## src/hw/rtl/rdfp_pkg.sv

```systemverilog
// Shared constants, types and register indexes of the frame pairing block.
// No dependencies.
package rdfp_pkg;
	localparam int SYNC_QUEUE_LENGTH = 20;
	localparam int STORE_CAP = (SYNC_QUEUE_LENGTH * 3) / 4 + 1;
	localparam int IDX_W = $clog2(STORE_CAP);
	localparam int CNT_W = $clog2(STORE_CAP + 1);
	localparam int DRAIN_START = (SYNC_QUEUE_LENGTH * 3) / 4;
	localparam int DRAIN_STOP = SYNC_QUEUE_LENGTH / 4;
	localparam int TS_W = 48;
	localparam int TAG_W = 16;
	localparam int SEQ_W = 32;
	localparam int SKIP_W = 8;
	localparam int CFG_IDX_W = 3;
	localparam int CFG_DATA_W = 32;

	localparam logic [CFG_IDX_W-1:0] REG_CAPTURE = 3'd0;
	localparam logic [CFG_IDX_W-1:0] REG_DARK_THR = 3'd1;
	localparam logic [CFG_IDX_W-1:0] REG_DARK_LIM = 3'd2;
	localparam logic [CFG_IDX_W-1:0] REG_TIMEOUT = 3'd3;
	localparam logic [CFG_IDX_W-1:0] REG_SKIP = 3'd4;
	localparam logic [CFG_IDX_W-1:0] REG_SAVE_UNM = 3'd5;

	localparam logic KIND_SAVE = 1'b0;
	localparam logic KIND_FOLDER = 1'b1;

	typedef struct packed {
		logic event_kind;
		logic is_depth;
		logic [TS_W-1:0] ts;
		logic [TAG_W-1:0] tag;
		logic [SEQ_W-1:0] seq;
		logic paired;
	} res_t;

	typedef struct packed {
		logic start;
		logic [SEQ_W-1:0] dividend;
		logic [SKIP_W:0] divisor;
	} mod_req_t;

	typedef struct packed {
		logic done;
		logic [SKIP_W:0] rem;
	} mod_rsp_t;
endpackage

```

## src/hw/rtl/rdfp_frame_if.sv

```systemverilog
// Frame arrival channel.
// Uses rdfp_pkg widths.
interface rdfp_frame_if;
	logic valid;
	logic ready;
	logic is_depth;
	logic [rdfp_pkg::TS_W-1:0] timestamp_us;
	logic [rdfp_pkg::TAG_W-1:0] frame_tag;
	logic [15:0] depth_mean;
	modport source(output valid, is_depth, timestamp_us, frame_tag, depth_mean, input ready);
	modport sink(input valid, is_depth, timestamp_us, frame_tag, depth_mean, output ready);
endinterface

```

## src/hw/rtl/rdfp_result_if.sv

```systemverilog
// Result channel: save and folder events.
// Uses rdfp_pkg widths.
interface rdfp_result_if;
	logic valid;
	logic ready;
	logic event_kind;
	logic out_is_depth;
	logic [rdfp_pkg::TS_W-1:0] out_timestamp_us;
	logic [rdfp_pkg::TAG_W-1:0] out_frame_tag;
	logic [rdfp_pkg::SEQ_W-1:0] sequence_number;
	logic paired;
	logic last;
	modport source(output valid, event_kind, out_is_depth, out_timestamp_us, out_frame_tag,
		sequence_number, paired, last, input ready);
	modport sink(input valid, event_kind, out_is_depth, out_timestamp_us, out_frame_tag,
		sequence_number, paired, last, output ready);
endinterface

```

## src/hw/rtl/rdfp_cfg_if.sv

```systemverilog
// Configuration write channel.
// Uses rdfp_pkg widths.
interface rdfp_cfg_if;
	logic valid;
	logic ready;
	logic [rdfp_pkg::CFG_IDX_W-1:0] index;
	logic [rdfp_pkg::CFG_DATA_W-1:0] data;
	modport source(output valid, index, data, input ready);
	modport sink(input valid, index, data, output ready);
endinterface

```

## src/hw/rtl/rdfp_mod_unit.sv

```systemverilog
// Bit-serial remainder unit: sequence number modulo (frame_skip + 1).
// Uses rdfp_pkg; one quotient bit per cycle.
module rdfp_mod_unit (
	input  logic clk,
	input  logic arst_n,
	input  rdfp_pkg::mod_req_t req,
	output rdfp_pkg::mod_rsp_t rsp
);
	logic busy_q, done_q;
	logic [4:0] cnt_q;
	logic [rdfp_pkg::SEQ_W-1:0] dvd_q;
	logic [rdfp_pkg::SKIP_W:0] rem_q, div_q;
	logic [rdfp_pkg::SKIP_W+1:0] trial;
	logic [rdfp_pkg::SKIP_W+1:0] div_ext;

	assign trial = {rem_q, dvd_q[rdfp_pkg::SEQ_W-1]};
	assign div_ext = {1'b0, div_q};

	always_ff @(posedge clk or negedge arst_n) begin
		if (!arst_n) begin
			busy_q <= 1'b0;
			done_q <= 1'b0;
			cnt_q <= '0;
		end else begin
			done_q <= 1'b0;
			if (req.start) begin
				busy_q <= 1'b1;
				cnt_q <= '0;
			end else if (busy_q) begin
				cnt_q <= cnt_q + 5'd1;
				if (cnt_q == 5'd31) begin
					busy_q <= 1'b0;
					done_q <= 1'b1;
				end
			end
		end
	end

	always_ff @(posedge clk) begin
		if (req.start) begin
			dvd_q <= req.dividend;
			div_q <= req.divisor;
			rem_q <= '0;
		end else if (busy_q) begin
			dvd_q <= {dvd_q[rdfp_pkg::SEQ_W-2:0], 1'b0};
			if (trial >= div_ext)
				rem_q <= (rdfp_pkg::SKIP_W+1)'(trial - div_ext);
			else
				rem_q <= trial[rdfp_pkg::SKIP_W:0];
		end
	end

	assign rsp.done = done_q;
	assign rsp.rem = rem_q;
endmodule

```

## src/hw/rtl/rgb_depth_frame_pairing_sync.sv

```systemverilog
// Colour/depth frame pairing and save scheduler, top level.
// Uses rdfp_pkg, the three channel interfaces and rdfp_mod_unit.
// Stored frame runs SEARCH, INSERT, DCHK, FIN; folder word PUSH, DCHK, FIN; dropped/dark IDLE.
// Drain step: DCHK, MODW (remainder unit), GAP, DECIDE, PUSH; up to 11 steps, plus stalls.
// Throughput: one frame at a time; ready only when the sequencer is idle.
// Reset: asynchronous, clears control state; lens starts covered, store empty.
module rgb_depth_frame_pairing_sync (
	input logic clk,
	input logic arst_n,
	rdfp_frame_if.sink frame,
	rdfp_result_if.source result,
	rdfp_cfg_if.sink cfg
);
	localparam int IW = rdfp_pkg::IDX_W;
	localparam int CW = rdfp_pkg::CNT_W;
	localparam int CAP = rdfp_pkg::STORE_CAP;
	localparam int TW = rdfp_pkg::TS_W;
	localparam int GW = rdfp_pkg::TAG_W;

	typedef enum logic [8:0] {
		ST_IDLE   = 9'b000000001,
		ST_SEARCH = 9'b000000010,
		ST_INSERT = 9'b000000100,
		ST_DCHK   = 9'b000001000,
		ST_MODW   = 9'b000010000,
		ST_GAP    = 9'b000100000,
		ST_DECIDE = 9'b001000000,
		ST_PUSH   = 9'b010000000,
		ST_FIN    = 9'b100000000
	} state_t;

	state_t state_q;
	logic [TW-1:0] times_q [CAP];
	logic [GW:0] info_q [CAP];
	logic [CW-1:0] count_q, pos_q;
	logic [7:0] run_q;
	logic covered_q;
	logic [rdfp_pkg::SEQ_W-1:0] seq_q;
	logic capture_q, save_unm_q;
	logic [15:0] thr_q;
	logic [7:0] lim_q, skip_q;
	logic [31:0] timeout_q;
	logic drain_q;
	logic [1:0] n_q;
	logic pend_v_q, out_v_q, out_last_q;
	rdfp_pkg::res_t r0_q, r1_q, pend_q, out_q;
	logic [TW-1:0] ts_q, d_q;
	logic [GW:0] fin_q;

	logic acc, cfg_we, slot_free, out_load, pend_take;
	logic [7:0] run_nx;
	logic [TW-1:0] ga, gb, gap_v, srch_t;
	logic ins_we, drain_go, do_pair, keep, drop2;
	logic [CW-1:0] cnt_ins;
	rdfp_pkg::res_t folder_r, save0_r, save1_r;
	rdfp_pkg::mod_req_t mreq;
	rdfp_pkg::mod_rsp_t mrsp;

	assign acc = frame.valid && frame.ready;
	assign frame.ready = (state_q == ST_IDLE);
	assign cfg.ready = 1'b1;
	assign cfg_we = cfg.valid;
	assign slot_free = !out_v_q || result.ready;
	assign run_nx = (run_q == 8'hFF) ? run_q : run_q + 8'd1;
	assign srch_t = times_q[pos_q[IW-1:0]];
	assign ins_we = (state_q == ST_INSERT) && (count_q < CW'(CAP));
	assign cnt_ins = ins_we ? count_q + CW'(1) : count_q;
	assign drain_go = drain_q && (count_q > CW'(rdfp_pkg::DRAIN_STOP)) && (count_q >= CW'(3));

	// shared gap unit
	assign ga = (state_q == ST_GAP) ? times_q[0] : times_q[2];
	assign gb = times_q[1];
	assign gap_v = (ga > gb) ? ga - gb : gb - ga;

	assign keep = (mrsp.rem == '0);
	assign do_pair = (info_q[0][GW] != info_q[1][GW]) && (d_q <= {16'd0, timeout_q})
		&& !(gap_v < d_q);
	assign drop2 = do_pair;

	assign pend_take = (state_q == ST_PUSH) && (n_q != 2'd0) && (!pend_v_q || slot_free);
	assign out_load = ((state_q == ST_PUSH) && (n_q != 2'd0) && pend_v_q && slot_free)
		|| ((state_q == ST_FIN) && pend_v_q && slot_free);

	assign folder_r = '{event_kind: rdfp_pkg::KIND_FOLDER, is_depth: 1'b0, ts: '0,
		tag: '0, seq: '0, paired: 1'b0};
	assign save0_r = '{event_kind: rdfp_pkg::KIND_SAVE, is_depth: info_q[0][GW], ts: times_q[0],
		tag: info_q[0][GW-1:0], seq: seq_q, paired: do_pair};
	assign save1_r = '{event_kind: rdfp_pkg::KIND_SAVE, is_depth: info_q[1][GW], ts: times_q[1],
		tag: info_q[1][GW-1:0], seq: seq_q, paired: 1'b1};

	assign mreq.start = (state_q == ST_DCHK) && drain_go;
	assign mreq.dividend = seq_q;
	assign mreq.divisor = {1'b0, skip_q} + 9'd1;

	rdfp_mod_unit u_mod (.clk(clk), .arst_n(arst_n), .req(mreq), .rsp(mrsp));

	always_ff @(posedge clk or negedge arst_n) begin
		if (!arst_n) begin
			state_q <= ST_IDLE;
			count_q <= '0;
			pos_q <= '0;
			run_q <= '0;
			covered_q <= 1'b1;
			seq_q <= '0;
			capture_q <= 1'b0;
			thr_q <= 16'd100;
			lim_q <= 8'd20;
			timeout_q <= 32'd2000000;
			skip_q <= '0;
			save_unm_q <= 1'b1;
			drain_q <= 1'b0;
			n_q <= '0;
			pend_v_q <= 1'b0;
			out_v_q <= 1'b0;
		end else begin
			if (cfg_we) begin
				case (cfg.index)
					rdfp_pkg::REG_CAPTURE: begin
						capture_q <= cfg.data[0];
						count_q <= '0;
					end
					rdfp_pkg::REG_DARK_THR: thr_q <= cfg.data[15:0];
					rdfp_pkg::REG_DARK_LIM: lim_q <= cfg.data[7:0];
					rdfp_pkg::REG_TIMEOUT: timeout_q <= cfg.data;
					rdfp_pkg::REG_SKIP: skip_q <= cfg.data[7:0];
					rdfp_pkg::REG_SAVE_UNM: save_unm_q <= cfg.data[0];
					default: ;
				endcase
			end
			if (out_load)
				out_v_q <= 1'b1;
			else if (result.ready)
				out_v_q <= 1'b0;
			if (pend_take) begin
				pend_v_q <= 1'b1;
				n_q <= n_q - 2'd1;
			end
			case (state_q)
				ST_IDLE: begin
					if (acc && capture_q) begin
						pos_q <= '0;
						if (frame.is_depth) begin
							if (frame.depth_mean < thr_q) begin
								run_q <= run_nx;
								if (run_nx > lim_q) begin
									covered_q <= 1'b1;
									if (seq_q != '0) begin
										seq_q <= '0;
										n_q <= 2'd1;
										drain_q <= 1'b0;
										state_q <= ST_PUSH;
									end
								end
							end else begin
								run_q <= '0;
								covered_q <= 1'b0;
								state_q <= ST_SEARCH;
							end
						end else if (!covered_q) begin
							state_q <= ST_SEARCH;
						end
					end
				end
				ST_SEARCH: begin
					if (pos_q < count_q && srch_t <= ts_q)
						pos_q <= pos_q + CW'(1);
					else
						state_q <= ST_INSERT;
				end
				ST_INSERT: begin
					count_q <= cnt_ins;
					drain_q <= (cnt_ins > CW'(rdfp_pkg::DRAIN_START));
					state_q <= ST_DCHK;
				end
				ST_DCHK: state_q <= drain_go ? ST_MODW : ST_FIN;
				ST_MODW: if (mrsp.done) state_q <= ST_GAP;
				ST_GAP: state_q <= ST_DECIDE;
				ST_DECIDE: begin
					count_q <= count_q - (drop2 ? CW'(2) : CW'(1));
					seq_q <= seq_q + 32'd1;
					if (keep && do_pair)
						n_q <= 2'd2;
					else if (keep && save_unm_q)
						n_q <= 2'd1;
					else
						n_q <= 2'd0;
					state_q <= ST_PUSH;
				end
				ST_PUSH: if (n_q == 2'd0) state_q <= ST_DCHK;
				ST_FIN: begin
					if (!pend_v_q) begin
						state_q <= ST_IDLE;
					end else if (slot_free) begin
						pend_v_q <= 1'b0;
						state_q <= ST_IDLE;
					end
				end
				default: state_q <= ST_IDLE;
			endcase
		end
	end

	always_ff @(posedge clk) begin
		if (acc) begin
			ts_q <= frame.timestamp_us;
			fin_q <= {frame.is_depth, frame.frame_tag};
			r0_q <= folder_r;
		end
		if (state_q == ST_GAP)
			d_q <= gap_v;
		if (ins_we) begin
			for (int j = 1; j < CAP; j++) begin
				if (CW'(j) > pos_q) begin
					times_q[j] <= times_q[j-1];
					info_q[j] <= info_q[j-1];
				end
			end
			for (int j = 0; j < CAP; j++) begin
				if (CW'(j) == pos_q) begin
					times_q[j] <= ts_q;
					info_q[j] <= fin_q;
				end
			end
		end
		if (state_q == ST_DECIDE) begin
			r0_q <= save0_r;
			r1_q <= save1_r;
			for (int j = 0; j < CAP; j++) begin
				times_q[j] <= drop2 ? times_q[(j + 2 < CAP) ? j + 2 : CAP - 1]
					: times_q[(j + 1 < CAP) ? j + 1 : CAP - 1];
				info_q[j] <= drop2 ? info_q[(j + 2 < CAP) ? j + 2 : CAP - 1]
					: info_q[(j + 1 < CAP) ? j + 1 : CAP - 1];
			end
		end
		if (pend_take) begin
			pend_q <= r0_q;
			r0_q <= r1_q;
		end
		if (out_load) begin
			out_q <= pend_q;
			out_last_q <= (state_q == ST_FIN);
		end
	end

	assign result.valid = out_v_q;
	assign result.event_kind = out_q.event_kind;
	assign result.out_is_depth = out_q.is_depth;
	assign result.out_timestamp_us = out_q.ts;
	assign result.out_frame_tag = out_q.tag;
	assign result.sequence_number = out_q.seq;
	assign result.paired = out_q.paired;
	assign result.last = out_last_q;
endmodule

```

## src/flat_wrapper.sv

```systemverilog
// flat-port wrapper written by rule: the top's interface ports become plain ports
module rgb_depth_frame_pairing_sync_flat 
  (clk, arst_n, frame_valid, frame_is_depth, frame_timestamp_us, frame_frame_tag, frame_depth_mean, frame_ready, result_valid, result_event_kind, result_out_is_depth, result_out_timestamp_us, result_out_frame_tag, result_sequence_number, result_paired, result_last, result_ready, cfg_valid, cfg_index, cfg_data, cfg_ready);
  rdfp_frame_if frame_i ();
  rdfp_result_if result_i ();
  rdfp_cfg_if cfg_i ();
  input logic clk;
  input logic arst_n;
  input wire logic [$bits(frame_i.valid)-1:0] frame_valid;
  input wire logic [$bits(frame_i.is_depth)-1:0] frame_is_depth;
  input wire logic [$bits(frame_i.timestamp_us)-1:0] frame_timestamp_us;
  input wire logic [$bits(frame_i.frame_tag)-1:0] frame_frame_tag;
  input wire logic [$bits(frame_i.depth_mean)-1:0] frame_depth_mean;
  output wire logic [$bits(frame_i.ready)-1:0] frame_ready;
  output wire logic [$bits(result_i.valid)-1:0] result_valid;
  output wire logic [$bits(result_i.event_kind)-1:0] result_event_kind;
  output wire logic [$bits(result_i.out_is_depth)-1:0] result_out_is_depth;
  output wire logic [$bits(result_i.out_timestamp_us)-1:0] result_out_timestamp_us;
  output wire logic [$bits(result_i.out_frame_tag)-1:0] result_out_frame_tag;
  output wire logic [$bits(result_i.sequence_number)-1:0] result_sequence_number;
  output wire logic [$bits(result_i.paired)-1:0] result_paired;
  output wire logic [$bits(result_i.last)-1:0] result_last;
  input wire logic [$bits(result_i.ready)-1:0] result_ready;
  input wire logic [$bits(cfg_i.valid)-1:0] cfg_valid;
  input wire logic [$bits(cfg_i.index)-1:0] cfg_index;
  input wire logic [$bits(cfg_i.data)-1:0] cfg_data;
  output wire logic [$bits(cfg_i.ready)-1:0] cfg_ready;
  assign frame_i.valid = frame_valid;
  assign frame_i.is_depth = frame_is_depth;
  assign frame_i.timestamp_us = frame_timestamp_us;
  assign frame_i.frame_tag = frame_frame_tag;
  assign frame_i.depth_mean = frame_depth_mean;
  assign frame_ready = frame_i.ready;
  assign result_valid = result_i.valid;
  assign result_event_kind = result_i.event_kind;
  assign result_out_is_depth = result_i.out_is_depth;
  assign result_out_timestamp_us = result_i.out_timestamp_us;
  assign result_out_frame_tag = result_i.out_frame_tag;
  assign result_sequence_number = result_i.sequence_number;
  assign result_paired = result_i.paired;
  assign result_last = result_i.last;
  assign result_i.ready = result_ready;
  assign cfg_i.valid = cfg_valid;
  assign cfg_i.index = cfg_index;
  assign cfg_i.data = cfg_data;
  assign cfg_ready = cfg_i.ready;
  rgb_depth_frame_pairing_sync u_core (.clk(clk), .arst_n(arst_n), .frame(frame_i), .result(result_i), .cfg(cfg_i));
endmodule
```

## config.mk

```make
export PLATFORM = sky130hd
export DESIGN_NAME = rgb_depth_frame_pairing_sync_flat
export DESIGN_NICKNAME = d
export VERILOG_FILES = /design/src/hw/rtl/rdfp_pkg.sv /design/src/hw/rtl/rdfp_frame_if.sv /design/src/hw/rtl/rdfp_result_if.sv /design/src/hw/rtl/rdfp_cfg_if.sv /design/src/hw/rtl/rdfp_mod_unit.sv /design/src/hw/rtl/rgb_depth_frame_pairing_sync.sv /design/src/flat_wrapper.sv
export SDC_FILE = /design/constraint.sdc
export NUM_CORES = 2
export LEC_CHECK = 0
export BUFFER_PORTS_ARGS = -buffer_cell sky130_fd_sc_hd__buf_4
export CAP_MARGIN = 20
export CORE_MARGIN = 10
export CORE_UTILIZATION = 58
export CTS_BUF_LIST = sky130_fd_sc_hd__clkbuf_4 sky130_fd_sc_hd__clkbuf_8 sky130_fd_sc_hd__clkbuf_16
export DETAILED_ROUTE_END_ITERATION = 8
export PLACE_DENSITY = 0.83
export SETUP_SLACK_MARGIN = 0.5
export SLEW_MARGIN = 10
export SYNTH_ARGS = -nofsm -noshare
export SYNTH_HDL_FRONTEND = slang
export SYNTH_SLANG_ARGS = --single-unit
```

## constraint.sdc

```tcl
create_clock -name clk -period 19.5 [get_ports clk]
set_input_delay 1.95 -clock clk [delete_from_list [all_inputs] [get_ports clk]]
set_output_delay 1.95 -clock clk [all_outputs]
set_load 0.05 [all_outputs]
```

Yosys cells after proc, flatten, opt, wreduce, memory -nomap -nowiden:

Memories as Yosys holds them, arrays and structs flattened.
Cells that the tools add are included.

* reductions and logical operators: 51
* bitwise logic cells: 62
* add/subtract/negate cells: 11
* $lt $le $gt $ge: 27
* multiplexer cells: 253
* eq/ne operators: 46

Operator list (count)
* 2-to-1 mux 48 bit: 47
* 2-to-1 mux 17 bit: 45
* 2-to-1 mux 32 bit: 7
* 2-to-1 mux 98 bit: 2
* 2-to-1 mux 9 bit: 13
* 2-to-1 mux 1 bit: 115
* 2-to-1 mux 99 bit: 1
* subtractor 48 bit: 2
* one-hot mux 9 bit (9 select lines): 1
* one-hot mux 32 bit (2 select lines): 1
* bitwise OR 1 bit: 62
* greater-than comparator 48 bit: 1
* less-or-equal comparator 48 x 32 -> 1 bit: 1
* less-or-equal comparator 48 bit: 1
* < comparator 48 bit: 1
* equality test 4 x 5 -> 1 bit, first input constant: 8
* greater-than comparator 4 x 5 -> 1 bit, first input constant: 8
* 2-to-1 mux 5 bit: 7
* adder 32 x 1 -> 32 bit, second input constant: 1
* nonzero test 32 bit: 1
* equality test 3 x 5 -> 1 bit, first input constant: 4
* greater-than comparator 3 x 5 -> 1 bit, first input constant: 4
* one-hot mux 5 bit (2 select lines): 2
* != test 2 bit, second input constant: 9
* other kinds (55): 106

* flip-flop bits (word level): 696
* logic and storage cells: 500
* output and inout bits: 103
* input bits: 121
* memories: 2
* bits in writable memories: 1040

Memories
* u_core.times_q: depth 16, bits a word 48, rd ports 17, clocked after memory_dff 0, write ports 16, line rgb_depth_frame_pairing_sync.sv:33 `logic [TW-1:0] times_q [CAP];`
* u_core.info_q: depth 16, bits a word 17, rd ports 16, clocked after memory_dff 0, write ports 16, line rgb_depth_frame_pairing_sync.sv:34 `logic [GW:0] info_q [CAP];`

Depth between registers and ports, before layout:

* word-level depth: 11
* depth in mapped cells: 40
* mapped depth without buffers: 32

Hierarchy:

Synthesis repeated with hierarchy kept, for this count alone.

* cells, all modules: 8817
* area total of the unflattened synthesis: 100619.0 sq um

Modules (own cells, without submodules)
* rgb_depth_frame_pairing_sync: seq. area each 49781.5 sq um, cells an instance 8611, times used 1, area each 97820.1 sq um
* rdfp_mod_unit: seq. area each 1586.5 sq um, cells an instance 206, times used 1, area each 2798.9 sq um

Least setup slack after synthesis:

OpenSTA, ideal clock, no wires.

* kind: input-to-reg
* from: input result_ready
* to: register u_core.out_v_q, in the netlist u_core.result.valid
* arrival: 10.125 ns
* path slack: 9.263 ns
* setup time: 0.111 ns
* stages on the path: 3
* buffers on the path: 0
* required time: 19.389 ns
* cell sequence: nor2b_1 > a211oi_1 > or2_2

* word-level cells in the longest chain between the ends: 4
* elaborated cells on any way between the ends: 6
* classes of those cells: mux (1); reduce/logical (5)

Ends and longest elaborated chain
* start, declared: line flat_wrapper.sv:23 `input wire logic [$bits(result_i.ready)-1:0] result_ready;`
* logical OR 1 bit (*): line rgb_depth_frame_pairing_sync.sv:63 `assign slot_free = !out_v_q || result.ready;`
* logical AND 1 bit (on tied branches): line rgb_depth_frame_pairing_sync.sv:81, rgb_depth_frame_pairing_sync.sv:82
* logical OR 1 bit (*): line rgb_depth_frame_pairing_sync.sv:82 `|| ((state_q == ST_FIN) && pend_v_q && slot_free);`
* named net u_core.out_load: line rgb_depth_frame_pairing_sync.sv:50 `logic acc, cfg_we, slot_free, out_load, pend_take;`
* 2-to-1 mux 1 bit or nonzero test 2 bit (tied branches)
* end signal, assigned: line rgb_depth_frame_pairing_sync.sv:114 `out_v_q <= 1'b0;`
* end signal, assigned: line rgb_depth_frame_pairing_sync.sv:131 `out_v_q <= 1'b1;`
* end signal, assigned: line rgb_depth_frame_pairing_sync.sv:133 `out_v_q <= 1'b0;`
* end, declared: line rgb_depth_frame_pairing_sync.sv:45 `logic pend_v_q, out_v_q, out_last_q;`

Mark *: on every way through the listed nets, which the timed path passes. The rest lies on a longest branch.
A chain may end at the register's enable or synchronous reset.

==> results.sh <==
export IMPL_worstHoldPathType="register to register"
export IMPL_period_share=0.636
export IMPL_irDropWorstVdd_v=0.000103
export IMPL_synth_warning_count=0
export IMPL_grt_pass1_wl_um=467000
export IMPL_cp_start_kind="register"
export IMPL_clock_fmax_mhz=80.7
export IMPL_synth_net_count=9196
export IMPL_area_growth_pct=8.70
export IMPL_fp_row_count=153
export IMPL_seqCellArea_um2=51400
export IMPL_place_congestion=0.948
export IMPL_syn_area_per_cell_um2=11.5
export IMPL_syn_cell_area_um2=101000
export IMPL_crit_type="register to register"
export IMPL_crit_path_start="u_core.state_q[2]$_DFFE_PN0P_"
export IMPL_viasPerCell=7.04
export IMPL_firstDrtPassIters=7
export IMPL_clkTransAtPathRegs_ns=0.06
export IMPL_synth_top_area_cell="edfxtp_1"
export IMPL_start_util=0.583
export IMPL_clkPwrFrac=0.392
export IMPL_rrSetupSlack_ns=7.10
export IMPL_dr_total_vias=78000
export IMPL_cts_made_buffers=177
export IMPL_r2r_start="u_core.state_q[2]$_DFFE_PN0P_"
export IMPL_utilization=0.633
export IMPL_r2r_end="u_core.times_q[5][35]$_DFFE_PP_"
export IMPL_drive_gt1_frac=0.127
export IMPL_die_area_um2=192000
export IMPL_fin_setup_tns_ns=0
export IMPL_p_sw_mw=2.38
export IMPL_yosysSeqAreaShare=0.507
export IMPL_relSlewSlack=0.0884
export IMPL_antenna_found_initial=13
export IMPL_synthArstFlopShare=0.0795
export IMPL_ys_types=81
export IMPL_cts_resized=0
export IMPL_cp_required_ns=20.09
export IMPL_ys_flop_type="edfxtp_1"
export IMPL_multiInputGateArea_um2=45700
export IMPL_layout_setup_ws_ns=7.10
export IMPL_crit_fanout=130
export IMPL_clock_sinks=1736
export IMPL_worst_pin_slew_ns=1.37
export IMPL_p_comb_frac=0.117
export IMPL_grt_remaining_overflow=0
export IMPL_placed_area_um2=104000
export IMPL_die_w_um=438
export IMPL_cts_tree="yes"
export IMPL_cts_hold_buf=0
export IMPL_swShare=0.260
export IMPL_crit_slowest_cell="or4_1"
export IMPL_wl_per_cell_um=28.1
export IMPL_core_area_um2=174000
export IMPL_synth_top_area_share=0.471
export IMPL_port_buffers=222
export IMPL_crit_path_max_incr_delay_ns=0.72
export IMPL_synthTopCellsByArea="edfxtp_1 (47%), mux2i_1 (9.9%), mux4_2 (5.3%)"
export IMPL_rsz0062_at_grt="no"
export IMPL_synth_edff_count=1589
export IMPL_slew_viol_final=0
export IMPL_cellPowerDensity_nw_per_um2=83.0
export IMPL_hold_viol_final=0
export IMPL_max_cap_violations=0
export IMPL_cp_arrival_ns=12.99
export IMPL_place_ws_ns=7.40
export IMPL_reg2reg_depth=29
export IMPL_p_leak_nw=39.1
export IMPL_post_route_min_period_ns=12.40
export IMPL_final_area_um2=110000
export IMPL_drtIter0Drc=12500
export IMPL_ant_nets=0
export IMPL_grt_pass1_vias=75700
export IMPL_fill_cells=12800
export IMPL_syn_inst=8799
export IMPL_boundaryPins=224
export IMPL_synth_seq_cells=1736
export IMPL_max_clock_path_buffers=3
export IMPL_status="finished clean"
export IMPL_grtUsageTotal=0.311
export IMPL_clockRootBuffer="clkbuf_16"
export IMPL_p_int_mw=6.76
export IMPL_end_kind="register"
export IMPL_drc=0
export IMPL_clock_latency_ns=0.88
export IMPL_die_h_um=438
export IMPL_cpMostUsedCell="buf_4"
export IMPL_endpoint="u_core.times_q[5][35]$_DFFE_PP_"
export IMPL_place_hpwl_um=189000
export IMPL_htree_levels=4
export IMPL_seqPwrFrac=0.490
export IMPL_cts_setup_buffers=0
export IMPL_finalNetCount=8990
export IMPL_totalWireLength_um=311000
export IMPL_setup_viol=0
export IMPL_power_total_mw=9.13
export IMPL_finClkSkew_ns=0.0512
export IMPL_grt_max_degree=178
stage by stage:
step,cells,hold WS [ns]
final,11100,0.413
after global routing,11100,0.419
after CTS,11100,0.414
after detailed placement,10700,0.405
after global placement,10700,0.400
after floorplan,8799,0.400
Yosys cell counts, types with 71 or more instances:
cell,n
nand3_1,87
mux4_2,240
ha_1,272
o21ai_0,272
a22oi_1,130
nand2_1,414
o21ai_1,132
a21oi_1,634
nand4_1,71
edfxtp_1,1589
a211oi_1,337
mux2_2,151
mux2i_1,999
nor2_1,1002
a21o_1,97
dfrtp_1,123
inv_1,314
a22o_1,419
clkbuf_1,535
nor2b_1,286
kinds of logic (layout without fill, tap and decap cells):
| group | after synthesis | after routing | share of synthesized area |
|---|---|---|---|
| buf+inv | 1045 | 992 | 0.0458 |
| flops | 1736 | 1736 | 0.507 |
| mux | 1391 | 1391 | 0.169 |
| simple gates | 2037 | 2037 | 0.0899 |
| other cells | 1 | 5 | 0.0000370 |
| fa+ha+maj | 276 | 276 | 0.0344 |
| compound gates | 2247 | 2247 | 0.148 |
| xor+xnor | 66 | 66 | 0.00571 |
worst min path at each step:
stage / from / end / cells past startpoint
3_5_place_dp: u_core.r0_q[14]$_DFFE_PP_ / u_core.pend_q[14]$_DFFE_PP_ / 0
3_3_place_gp: u_core.r0_q[15]$_DFFE_PP_ / u_core.pend_q[15]$_DFFE_PP_ / 0
6_report: u_core.r0_q[87]$_DFFE_PP_ / u_core.pend_q[87]$_DFFE_PP_ / 0
2_1_floorplan: u_core.r0_q[0]$_SDFFCE_PP1P_ / u_core.pend_q[0]$_DFFE_PP_ / 0
4_1_cts: u_core.r0_q[87]$_DFFE_PP_ / u_core.pend_q[87]$_DFFE_PP_ / 0
5_1_grt: u_core.pend_q[45]$_DFFE_PP_ / u_core.result.out_frame_tag[12]$_DFFE_PP_ / 0
routing by layer:
| metal | GRT usage | part of all wire | wire length [µm] |
|---|---|---|---|
| met5 | 0.00372 | 0.00045 | 141 |
| met4 | 0.170 | 0.062 | 19300 |
| met3 | 0.0950 | 0.15 | 45200 |
| met2 | 0.462 | 0.43 | 135000 |
| met1 | 0.408 | 0.36 | 112000 |
flip-flops by register name, summed over array words and instances (netlist names), 5 cells and up:
register                        cells
u_core.times_q                    768
u_core.info_q                     272
u_core.pend_q                      99
u_core.r0_q                        99
u_core.r1_q                        97
u_core.d_q                         48
u_core.result.out_timestamp_us     48
u_core.ts_q                        48
u_core.result.sequence_number      32
u_core.seq_q                       32
u_core.timeout_q                   32
u_core.u_mod.dvd_q                 32
u_core.fin_q                       17
u_core.result.out_frame_tag        16
u_core.thr_q                       16
u_core.state_q                      9
u_core.u_mod.div_q                  9
u_core.u_mod.rem_q                  9
u_core.lim_q                        8
u_core.run_q                        8
u_core.skip_q                       8
u_core.count_q                      5
u_core.pos_q                        5
u_core.u_mod.cnt_q                  5
layout make-up:
| class | count | area share |
|---|---|---|
| inverters | 317 | 0.0110 |
| diodes | 4 | 0.0000909 |
| multi-input cells | 6018 | 0.415 |
| clock buffers | 222 | 0.0443 |
| clock inverters | 110 | 0.0110 |
| repair buffers | 343 | 0.0254 |
| well taps | 2325 | 0.0264 |
| flip-flops and latches | 1736 | 0.467 |
placed cells by master (no fill, tap or decap), drive strengths merged, types with 123 or more instances in the layout:
cell / Yosys / final
a211oi: 339 / 339
a21oi: 634 / 634
a22o: 419 / 419
a22oi: 130 / 130
buf: 190 / 343
clkbuf: 538 / 222
dfrtp: 123 / 123
edfxtp: 1589 / 1589
ha: 272 / 272
inv: 317 / 324
mux2: 152 / 152
mux2i: 999 / 999
mux4: 240 / 240
nand2: 414 / 414
nor2: 1002 / 1002
nor2b: 286 / 286
o21ai: 404 / 404
power groups by stage:
stage / clock [mW] / combinational (mW) / sequential, mW
after floorplan: 0 / 0.790 / 4.43
after global routing: 3.73 / 1.17 / 4.49
after CTS: 3.59 / 1.05 / 4.47
after detailed placement: 0 / 1.04 / 4.54
after global placement: 0 / 0.986 / 4.53
final: 3.58 / 1.07 / 4.48
worst max-delay path, delay by kind of cell, from the launching register on:
kind	cells	cell delay, ns
fa+ha+maj	2	0.81
compound gates	8	2.43
simple gates	10	3.37
xor+xnor	1	0.18
buf+inv	6	3.61
flops	1	0.48
mux	2	0.66
No activity file was read; power rests on OpenSTA's default activity.
